===== config.mk =====
export PLATFORM = sky130hd
export DESIGN_NAME = lattice_sieve_hit_scheduler
export DESIGN_NICKNAME = d
export VERILOG_FILES = /design/src/hw/rtl/lshs_pkg.sv /design/src/hw/rtl/lattice_sieve_hit_scheduler.sv
export SDC_FILE = /design/constraint.sdc
export NUM_CORES = 1
export LEC_CHECK = 0
export BUFFER_PORTS_ARGS = -buffer_cell sky130_fd_sc_hd__buf_2
export CORE_MARGIN = 2
export CORE_UTILIZATION = 40
export DETAILED_ROUTE_END_ITERATION = 12
export GPL_TIMING_DRIVEN = 0
export PLACE_DENSITY = 0.68
export SYNTH_ARGS = -nofsm -noshare
export SYNTH_HDL_FRONTEND = slang
export SYNTH_SLANG_ARGS = --single-unit

===== constraint.sdc =====
create_clock -name clk -period 10.09 [get_ports clk]
set_input_delay 2.018 -clock clk [delete_from_list [all_inputs] [get_ports clk]]
set_output_delay 2.018 -clock clk [all_outputs]
set_load 0.02 [all_outputs]

===== src/hw/rtl/lshs_pkg.sv =====
package lshs_pkg;

    // default geometry
    localparam int L1_BITS_DEF = 16;
    localparam int I_BITS_DEF  = 16;

    // fixed field widths
    localparam int POS_W  = 32;
    localparam int PIDX_W = 16;
    localparam int HPOS_W = 16;

    // hit cap per prime
    localparam int MAX_HITS  = 64;
    localparam int HIT_CNT_W = $clog2(MAX_HITS + 1);

endpackage


===== src/hw/rtl/lattice_sieve_hit_scheduler.sv =====
// Channel   Dir  Handshake                 Payload
// in        in   in_valid / in_ready       vec0, vec1, start_position, prime_index, batch_end
// out       out  out_valid / out_ready     entry_prime_index, hit_position, hit_valid,
//                                          next_start, exceptional, last, batch_done
// cfg       in   cfg_wr_en (no wait)       cfg_wr_data -> oddness_type
//
// Sequence: one request goes through capture, v0+v1, start pick, bias and halve, then
//   one hit per cycle while the output register is free, then the closing result;
//   oddness type 0 skips start pick and bias and halve. Every step goes through the
//   single shared 32-bit adder.
// Reset: rst_n clears the sequencer, the output valid and oddness_type to 0.
// Stalls: a held output register halts the walk; in_ready is high only while idle,
//   and the final result of one request may wait while the next is taken.
module lattice_sieve_hit_scheduler
    import lshs_pkg::*;
#(
    parameter int L1_BITS = L1_BITS_DEF,
    parameter int I_BITS  = I_BITS_DEF
)
(
    input  logic              clk,
    input  logic              rst_n,

    input  logic              cfg_wr_en,
    input  logic [1:0]        cfg_wr_data,

    input  logic              in_valid,
    output logic              in_ready,
    input  logic [POS_W-1:0]  vec0,
    input  logic [POS_W-1:0]  vec1,
    input  logic [POS_W-1:0]  start_position,
    input  logic [PIDX_W-1:0] prime_index,
    input  logic              batch_end,

    output logic              out_valid,
    input  logic              out_ready,
    output logic [PIDX_W-1:0] entry_prime_index,
    output logic [HPOS_W-1:0] hit_position,
    output logic              hit_valid,
    output logic [POS_W-1:0]  next_start,
    output logic              exceptional,
    output logic              last,
    output logic              batch_done
);

    // column occupies the low I_BITS-1 bits of a packed position
    localparam int COL_BITS = I_BITS - 1;
    localparam logic [POS_W-1:0] ROW_W      = POS_W'(1) << COL_BITS;
    localparam logic [POS_W-1:0] REGION_VEC = POS_W'(1) << L1_BITS;

    // oddness classes with special handling
    localparam logic [1:0] ODD_SAVED = 2'd0;   // walk from the saved start
    localparam logic [1:0] ODD_COL   = 2'd2;   // odd case not flagged

    typedef enum logic [2:0] {
        ST_IDLE,
        ST_SUM,    // v0 + v1, kept for double steps
        ST_PICK,   // choose start candidate, v1 - v0 on the adder
        ST_BIAS,   // add parity bias, halve
        ST_WALK,   // one hit per cycle while the output is free
        ST_FIN     // closing result with next start
    } state_t;

    state_t                state_reg, state_next;
    logic [1:0]            odd_reg, odd_next;
    logic [POS_W-1:0]      v0_reg, v0_next;
    logic [POS_W-1:0]      v1_reg, v1_next;
    logic [POS_W-1:0]      vsum_reg, vsum_next;
    logic [POS_W-1:0]      pos_reg, pos_next;
    logic [PIDX_W-1:0]     pidx_reg, pidx_next;
    logic                  bend_reg, bend_next;
    logic                  exc_reg, exc_next;
    logic [HIT_CNT_W-1:0]  cnt_reg, cnt_next;
    logic [HPOS_W-1:0]     pend_pos_reg, pend_pos_next;
    logic                  pend_hv_reg, pend_hv_next;

    logic                  ov_reg, ov_next;
    logic [PIDX_W-1:0]     o_pidx_reg, o_pidx_next;
    logic [HPOS_W-1:0]     o_hpos_reg, o_hpos_next;
    logic                  o_hv_reg, o_hv_next;
    logic [POS_W-1:0]      o_ns_reg, o_ns_next;
    logic                  o_exc_reg, o_exc_next;
    logic                  o_last_reg, o_last_next;
    logic                  o_bd_reg, o_bd_next;

    // shared adder
    logic [POS_W-1:0]      add_a, add_b;
    logic                  add_cin;
    logic [POS_W:0]        add_res;

    logic [COL_BITS-1:0]   col, col0, col1;
    logic [COL_BITS:0]     col_plus0, col_plus1;
    logic                  step0, step1;
    logic                  cur_ok, nxt_ok, out_free, in_acc;
    logic                  sel_v0, sel_v1, sel_exc;

    assign add_res = {1'b0, add_a} + {1'b0, add_b} + {{POS_W{1'b0}}, add_cin};

    assign col  = pos_reg[COL_BITS-1:0];
    assign col0 = v0_reg[COL_BITS-1:0];
    assign col1 = v1_reg[COL_BITS-1:0];
    // col < ROW_W - col1  <=>  no carry into the row bits
    assign col_plus1 = {1'b0, col} + {1'b0, col1};
    assign col_plus0 = {1'b0, col} + {1'b0, col0};
    assign step0 = ~col_plus1[COL_BITS];
    assign step1 = col_plus0[COL_BITS];

    assign cur_ok = (pos_reg[POS_W-1:L1_BITS] == '0) &&
                    (cnt_reg < HIT_CNT_W'(MAX_HITS));
    assign nxt_ok = (add_res[POS_W-1:L1_BITS] == '0) &&
                    (cnt_reg < HIT_CNT_W'(MAX_HITS - 1));

    // start selection: row parity at COL_BITS, column parity at bit 0
    assign sel_v0  = (v0_reg[COL_BITS] == odd_reg[1]) && (v0_reg[0] == odd_reg[0]);
    assign sel_v1  = (v1_reg[COL_BITS] != odd_reg[1]) && (v1_reg[0] == odd_reg[0]);
    assign sel_exc = (col0 <= col1) && add_res[POS_W];  // carry of v1 - v0: v0 <= v1

    assign out_free = ~ov_reg | out_ready;
    assign in_ready = (state_reg == ST_IDLE);
    assign in_acc   = in_valid & in_ready;

    always_comb
    begin
        add_a   = pos_reg;
        add_b   = '0;
        add_cin = 1'b0;
        unique case (state_reg)
            ST_SUM:
            begin
                add_a = v0_reg;
                add_b = v1_reg;
            end
            ST_PICK:
            begin
                add_a   = v1_reg;
                add_b   = ~v0_reg;
                add_cin = 1'b1;
            end
            ST_BIAS:
            begin
                add_b = odd_reg[1] ? '0 : ROW_W;
            end
            ST_WALK:
            begin
                priority if (step0 && step1)
                    add_b = vsum_reg;
                else if (step0)
                    add_b = v0_reg;
                else if (step1)
                    add_b = v1_reg;
                else
                    add_b = '0;
            end
            ST_FIN:
            begin
                add_b   = ~REGION_VEC;
                add_cin = 1'b1;
            end
            default:
            begin
                add_b = '0;
            end
        endcase
    end

    always_comb
    begin
        state_next    = state_reg;
        odd_next      = cfg_wr_en ? cfg_wr_data : odd_reg;
        v0_next       = v0_reg;
        v1_next       = v1_reg;
        vsum_next     = vsum_reg;
        pos_next      = pos_reg;
        pidx_next     = pidx_reg;
        bend_next     = bend_reg;
        exc_next      = exc_reg;
        cnt_next      = cnt_reg;
        pend_pos_next = pend_pos_reg;
        pend_hv_next  = pend_hv_reg;

        ov_next     = ov_reg & ~out_ready;
        o_pidx_next = o_pidx_reg;
        o_hpos_next = o_hpos_reg;
        o_hv_next   = o_hv_reg;
        o_ns_next   = o_ns_reg;
        o_exc_next  = o_exc_reg;
        o_last_next = o_last_reg;
        o_bd_next   = o_bd_reg;

        unique case (state_reg)
            ST_IDLE:
            begin
                if (in_acc)
                begin
                    v0_next    = vec0;
                    v1_next    = vec1;
                    pos_next   = start_position;
                    pidx_next  = prime_index;
                    bend_next  = batch_end;
                    exc_next   = 1'b0;
                    cnt_next   = '0;
                    state_next = ST_SUM;
                end
            end
            ST_SUM:
            begin
                vsum_next  = add_res[POS_W-1:0];
                state_next = (odd_reg == ODD_SAVED) ? ST_WALK : ST_PICK;
            end
            ST_PICK:
            begin
                priority if (sel_v0)
                    pos_next = v0_reg;
                else if (sel_v1)
                    pos_next = v1_reg;
                else if (sel_exc)
                begin
                    pos_next = (col0 == col1) ? add_res[POS_W-1:0] : ROW_W;
                    exc_next = (odd_reg != ODD_COL);
                end
                else
                    pos_next = vsum_reg;
                state_next = ST_BIAS;
            end
            ST_BIAS:
            begin
                pos_next   = {1'b0, add_res[POS_W-1:1]};
                state_next = ST_WALK;
            end
            ST_WALK:
            begin
                if (out_free)
                begin
                    if (cur_ok)
                    begin
                        pos_next = add_res[POS_W-1:0];
                        cnt_next = cnt_reg + 1'b1;
                        if (nxt_ok)
                        begin
                            ov_next     = 1'b1;
                            o_pidx_next = pidx_reg;
                            o_hpos_next = pos_reg[HPOS_W-1:0];
                            o_hv_next   = 1'b1;
                            o_ns_next   = '0;
                            o_exc_next  = exc_reg;
                            o_last_next = 1'b0;
                            o_bd_next   = 1'b0;
                        end
                        else
                        begin
                            pend_pos_next = pos_reg[HPOS_W-1:0];
                            pend_hv_next  = 1'b1;
                            state_next    = ST_FIN;
                        end
                    end
                    else
                    begin
                        // no hit at all
                        pend_pos_next = '0;
                        pend_hv_next  = 1'b0;
                        state_next    = ST_FIN;
                    end
                end
            end
            ST_FIN:
            begin
                if (out_free)
                begin
                    ov_next     = 1'b1;
                    o_pidx_next = pidx_reg;
                    o_hpos_next = pend_pos_reg;
                    o_hv_next   = pend_hv_reg;
                    o_ns_next   = add_res[POS_W-1:0];
                    o_exc_next  = exc_reg;
                    o_last_next = 1'b1;
                    o_bd_next   = bend_reg;
                    state_next  = ST_IDLE;
                end
            end
            default:
            begin
                state_next = ST_IDLE;
            end
        endcase
    end

    always_ff @(posedge clk or negedge rst_n)
    begin
        if (!rst_n)
        begin
            state_reg <= ST_IDLE;
            odd_reg   <= ODD_SAVED;
            cnt_reg   <= '0;
            ov_reg    <= 1'b0;
        end
        else
        begin
            state_reg <= state_next;
            odd_reg   <= odd_next;
            cnt_reg   <= cnt_next;
            ov_reg    <= ov_next;
        end
    end

    always_ff @(posedge clk)
    begin
        v0_reg       <= v0_next;
        v1_reg       <= v1_next;
        vsum_reg     <= vsum_next;
        pos_reg      <= pos_next;
        pidx_reg     <= pidx_next;
        bend_reg     <= bend_next;
        exc_reg      <= exc_next;
        pend_pos_reg <= pend_pos_next;
        pend_hv_reg  <= pend_hv_next;
        o_pidx_reg   <= o_pidx_next;
        o_hpos_reg   <= o_hpos_next;
        o_hv_reg     <= o_hv_next;
        o_ns_reg     <= o_ns_next;
        o_exc_reg    <= o_exc_next;
        o_last_reg   <= o_last_next;
        o_bd_reg     <= o_bd_next;
    end

    assign out_valid         = ov_reg;
    assign entry_prime_index = o_pidx_reg;
    assign hit_position      = o_hpos_reg;
    assign hit_valid         = o_hv_reg;
    assign next_start        = o_ns_reg;
    assign exceptional       = o_exc_reg;
    assign last              = o_last_reg;
    assign batch_done        = o_bd_reg;

    // hit count never passes the cap
    assert property (@(posedge clk) disable iff (!rst_n)
        cnt_reg <= HIT_CNT_W'(MAX_HITS))
        else $error("hit count above cap");

    // a result without a hit is always the closing one
    assert property (@(posedge clk) disable iff (!rst_n)
        out_valid && !hit_valid |-> last)
        else $error("empty result not last");

    // only the closing result carries batch_done
    assert property (@(posedge clk) disable iff (!rst_n)
        out_valid && batch_done |-> last)
        else $error("batch_done on non-final result");

    // a taken request closes the input until the walk finishes
    assert property (@(posedge clk) disable iff (!rst_n)
        in_valid && in_ready |=> !in_ready)
        else $error("input reopened during walk");

endmodule

* Word-level counts from Yosys, hierarchy flattened
Index checks and enable logic that the tools add are counted.
Cells by class: $add $sub $neg 5, order comparisons 3, equal/unequal tests 21, mux-type cells 70, bitwise operators 7, reduce and logical (&&, ||, !) cells 22
Operators with widths (number):
- $mux W32 | 14
- $mux W16 | 10
- $pmux W32 S5 | 1
- $pmux W32 S2 | 2
- $pmux W32 S4 | 1
- $pmux W16 S2 | 2
- $add A32 B32 Y33 | 1
- $add A33 B1 Y33 | 1
- $add A15 B15 Y16 | 2
- $logic_not A16 Y1 | 2
- $not A32 Y32 | 1
- $mux W1 | 23
- $mux W7 | 3
- $mux W3 | 6
- $ne A2 B2 Y1 const B | 9
- $pmux W3 S6 | 1
- $eq A15 B15 Y1 | 1
- $le A15 B15 Y1 | 1
- $pmux W7 S2 | 1
- $pmux W1 S2 | 6
- $reduce_and A4 Y1 | 3
- $reduce_and A5 Y1 | 2
- $add A7 B1 Y7 const B | 1
- $lt A7 B6 Y1 const B | 1
- 19 further kinds | 33
Storage, ports and cells: bits in registers 244, logic and storage cells 148

* Logic depth before layout (Yosys ltp)
depth after elaboration 13, gate-level depth with buffers 24, gate-level depth less buffers 22

* Worst setup path after synthesis
OpenSTA, ideal clock, no wires.
kind reg-to-reg, from reg v1_reg[8], to reg o_bd_reg (netlist: batch_done) (enable), arrival time 6.686 ns, slack 2.982 ns, cell stages (with the launch flop) 23, path buffers 1, period minus slack after synthesis 7.108 ns, path through edfxtp_1 -> ha_1 -> a21o_1 -> a21o_1 -> a211o_1 -> o211ai_1 -> a21oi_1 -> nor3_1 -> o21ai_0 -> clkbuf_1 -> a221oi_1 -> o211ai_1 -> fa_1 -> fa_1 -> a211oi_1 -> o21ai_1 -> a221oi_1 -> o21bai_1 -> xor2_1 -> nor4_1 -> nand4_1 -> nor3_1 -> o211a_1
Between the ends: longest elaborated chain between the ends 11
Ends and longest elaborated chain:
- start: declaration | RTL line lattice_sieve_hit_scheduler.sv:67 | logic [POS_W-1:0] v1_reg, v1_next;
- start signal: assignment | RTL line lattice_sieve_hit_scheduler.sv:308 | v1_reg <= v1_next;
- $add A15 B15 Y16 | RTL line lattice_sieve_hit_scheduler.sv:103 | assign col_plus1 = {1'b0, col} + {1'b0, col1};
- $not A1 Y1 | RTL line lattice_sieve_hit_scheduler.sv:105 | assign step0 = ~col_plus1[COL_BITS];
- $logic_and A1 B1 Y1 | RTL line lattice_sieve_hit_scheduler.sv:145 | priority if (step0 && step1)
- $mux W32 | RTL line lattice_sieve_hit_scheduler.sv:145
- $pmux W32 S5 | RTL line lattice_sieve_hit_scheduler.sv:127 | unique case (state_reg)
- $add A32 B32 Y33 * | RTL line lattice_sieve_hit_scheduler.sv:97 | assign add_res = {1'b0, add_a} + {1'b0, add_b} + {{POS_W{1'b0}}, add_cin};
- $add A33 B1 Y33 * | RTL line lattice_sieve_hit_scheduler.sv:97
- via add_res[18] | RTL line lattice_sieve_hit_scheduler.sv:89 | logic [POS_W:0] add_res;
- $logic_not A16 Y1 * | RTL line lattice_sieve_hit_scheduler.sv:110 | assign nxt_ok = (add_res[POS_W-1:L1_BITS] == '0) &&
- $logic_and A1 B1 Y1 * | RTL line lattice_sieve_hit_scheduler.sv:110
- $ne A2 B2 Y1 (no line) *
- $reduce_and A5 Y1 (no line) *
- end signal: assignment | RTL line lattice_sieve_hit_scheduler.sv:322 | o_bd_reg <= o_bd_next;
- end: declaration | RTL line lattice_sieve_hit_scheduler.sv:84 | logic o_bd_reg, o_bd_next;
The timed path passes the listed nets; every way through them passes the cells marked *. A chain may end at the register's enable or synchronous reset.

* Worst setup path in the final report
from reg pos_reg[1], to reg o_ns_reg[3] (netlist: next_start[3]) (enable)
Between the ends: longest elaborated chain between the ends 11
Ends and longest elaborated chain:
- start: declaration | RTL line lattice_sieve_hit_scheduler.sv:69 | logic [POS_W-1:0] pos_reg, pos_next;
- start signal: assignment | RTL line lattice_sieve_hit_scheduler.sv:310 | pos_reg <= pos_next;
- $add A15 B15 Y16, on equally long branches | RTL line lattice_sieve_hit_scheduler.sv:104, lattice_sieve_hit_scheduler.sv:103
- $mux W32 or $not A1 Y1 (tied branches) | RTL line lattice_sieve_hit_scheduler.sv:149, lattice_sieve_hit_scheduler.sv:105
- $mux W32 or $logic_and A1 B1 Y1 (tied branches) | RTL line lattice_sieve_hit_scheduler.sv:147, lattice_sieve_hit_scheduler.sv:145
- $mux W32 | RTL line lattice_sieve_hit_scheduler.sv:145
- $pmux W32 S5 | RTL line lattice_sieve_hit_scheduler.sv:127
- $add A32 B32 Y33 * | RTL line lattice_sieve_hit_scheduler.sv:97
- $add A33 B1 Y33 * | RTL line lattice_sieve_hit_scheduler.sv:97
- $logic_not A16 Y1 * | RTL line lattice_sieve_hit_scheduler.sv:110
- $logic_and A1 B1 Y1 * | RTL line lattice_sieve_hit_scheduler.sv:110
- $ne A2 B2 Y1 (no line) *
- $reduce_and A5 Y1 (no line) *
- end signal: assignment | RTL line lattice_sieve_hit_scheduler.sv:319 | o_ns_reg <= o_ns_next;
- end: declaration | RTL line lattice_sieve_hit_scheduler.sv:81 | logic [POS_W-1:0] o_ns_reg, o_ns_next;
Every way passes the cells marked *; elsewhere a longest branch is shown, timed or not.

==> results by group <==
Outcome
  • Status: finished clean

Clock tree
  • CTS Hold Buffers Added: 0
  • Worst-path clk slew: 0.06 ns
  • Clock tree root buffer cell: clkbuf_16
  • Clock latency on the worst-skew pair: 0.57 ns
  • Clock Path Buffers: 3
  • Clk sinks: 244
  • Post-CTS resize count: 0
  • H-Tree Depth: 1
  • Num CTS Buffers: 28
  • CTS tree: yes
  • Post-CTS Setup Inserts: 0

Global routing
  • Met3 usage: 0.05073
  • Largest net degree at the start of global routing: 65
  • Busiest metal layer after global routing: met2
  • Overflow after GRT: 0
  • Vias in the first global route: around 13000
  • Initial antenna violation count: 1
  • Met1 Usage GRT: 0.3986
  • GR Util met2: 0.4085
  • First-pass GRT wire length: 79150 um
  • Tot GR Track Use: 0.2766

Logic synthesis
  • Syn_nets: 1601
  • Yosys top cell by area: edfxtp_1
  • Async SR Flop Fraction: 0.05328
  • Yosys top cell area share: 0.4827
  • Synth area leaders: edfxtp_1 48%, ha_1 6.5%, nand2_1 5.5%, a21oi_1 3.5%, o211ai_1 3.0%
  • Number of synthesized flops with an enable pin: 231
  • Synth Register Bits: 244
  • YS warnings: 0
  • Most common cell in the synthesized netlist: edfxtp_1
  • Main synth FF type: edfxtp_1
  • Cells after synthesis: 1404
  • Post-synthesis cell type count: 71
  • Synth Area per Inst: 10.24 sq um
  • Synth Cell Area: between 10000 and 15000 sq um
  • Most frequent cells after synthesis: 231 x edfxtp_1, 209 x nand2_1, 104 x nor2_1, 100 x a21oi_1, 75 x ha_1
  • Sequential share of the synthesized area: 0.5053

Cells and area
  • Layout cells sized above 1: 0.1656
  • Fill cells: 3288
  • Layout area overhead: 18.40%
  • Post-layout utilization of the core: 0.4796
  • Final Non-Filler Cells: 2110
  • Post-layout nets: between 1500 and 2000
  • Diode count: 0

Timing
  • Worst-Margin Slew: 1.014 ns
  • Final Hold Vio Count: 0
  • Max Fclk: 118.3 MHz
  • RSZ-0062 raised after global routing: false
  • Clk_skew: 0.01395 ns
  • Final setup vio count: 0
  • Setup ws final: about 1.6 ns
  • Setup TNS: 0 ns
  • Max_slew headroom: 0.3199
  • Fin crit period: roughly 8.5 ns
  • Final period util: 0.8376
  • Slew Viols, Final: 0

Floorplanning
  • Die Width: 193.5 um
  • CORE AREA: 35480 sq um
  • Total die area: 37460 sq um
  • Initial core utilization: 0.4050
  • Row cnt: 69
  • I/O Pins: 190
  • Die Y: 193.5 um

Setup path
  • R2R Setup Slk: 1.64 ns
  • Critical path's top delay family: compound AO/OA/AOI/OAI gates
  • FF-to-FF path depth: 22
  • Worst path max stage delay: 0.80 ns
  • Max FO, Critical Path: 64
  • WP buf/inv: 2
  • CP Capture Point: next_start[3]
  • Setup crit end kind: flop
  • Slowest cell on the critical path: a211oi_1
  • Worst path most repeated cell: a211oi_1
  • Critical Path AT: between 8 and 9 ns
  • Startpoint types: flop
  • CP required: 10.31 ns
  • WS Path Type: flop to flop
  • Reg2Reg Launch Point: pos_reg[1]
  • Crit-path cells: ha_1 -> a31o_2 -> a21oi_1 -> o21ai_1 -> a211oi_1 -> nor4_1 -> nor3_1 -> o21ai_0 -> clkbuf_1 -> a221oi_1 -> o211ai_1 -> fa_1 -> a211oi_1 -> o21ai_1 -> a211oi_1 -> o21ai_1 -> a21o_1 -> a211oi_1 -> nand4_1 -> nor3_1 -> o211a_4 -> buf_16
  • CP Depth: 22
  • Critical R2R Capture: next_start[3]
  • Critical Path Source: pos_reg[1]

Hold path
  • Hold crit path type: flop to flop

Run
  • Max cap viols: 0

Placement
  • GPL Wtd Cong: between 1 and 1.5
  • Pre-CTS setup slack: roughly 1.9 ns
  • Port bufs: 189
  • Inst Count DP: 2060
  • Post-DP HPWL: 39570 um

Detailed routing
  • WL/cell: 25.13 um
  • Antenna Nets Post-Route: 0
  • 1st-pass router iterations: 9
  • Vias post-DR: around 13000
  • First DRT Iteration DRCs: slightly below 2000
  • Vias per cell: 6.220
  • DRT Wirelength: 53020 um
  • Drt drc: 0
[final cells by class]
class | instances | area [sq um] | area share
clock buffers | 36 | 782.0 | 0.04596
clock inverters | 14 | 168.9 | 0.009926
repair buffers | 195 | 1087 | 0.06390
flip-flops and latches | 244 | 7262 | 0.4268
multi-input cells | 1019 | 6560 | 0.3855
well taps | 461 | 576.8 | 0.03390
inverters | 56 | 210.2 | 0.01235
plain buffers | 85 | 369.1 | 0.02169
[metrics by stage]
step	instance area [sq um]	hold slack, ns
floorplan	14370	0.4003
global placement	15890	0.4017
detailed placement	16070	0.4071
CTS	17020	0.4200
global route	17020	0.4305
finish	17020	0.4190
[routing by layer]
metal | wire length (um) | vias up
met1 | 22480 | 6255
met4 | 2280 | 2
met5 | 13 | -
li1 | - | 5860
met2 | 22480 | 854
met3 | 5774 | 154
[how the worst min path moves through the flow]
stage                       startpoint                     to  slack [ns]  cells after the start
after floorplan            pidx_reg[0]   entry_prime_index[0]        0.40                      0
after global placement     pidx_reg[3]   entry_prime_index[3]        0.40                      0
after detailed placement  pidx_reg[13]  entry_prime_index[13]        0.41                      0
after CTS                 pidx_reg[14]  entry_prime_index[14]        0.42                      0
after global routing      pidx_reg[11]  entry_prime_index[11]        0.43                      0
final                     pidx_reg[13]  entry_prime_index[13]        0.42                      0
[cells in the final DEF, fill, tap and decap left out, drive strengths merged, types with 12 or more instances in the layout]
cell,instances
clkbuf,108
o211ai,58
a221oi,44
nand2b,12
nand4,28
a211oi,16
inv,57
a21o,15
edfxtp,231
a21oi,101
and2,31
dfrtp,13
a221o,23
xor2,14
buf,208
a22oi,33
o21ai,72
nor3,27
nor2,104
ha,75
nand2,209
[cell families (layout without fill, tap and decap cells)]
logic type      count (synthesis)  after routing  synth area share
fa+ha+maj                      77             77           0.06808
flops                         244            244            0.5053
compound gates                459            459            0.2271
buf+inv                       141            386           0.03996
mux                             5              5          0.003657
simple gates                  453            453            0.1407
xor+xnor                       25             25           0.01524
Power is not shown: default switching activity piles up to over one toggle a cycle in this logic, so the estimate is an artifact.
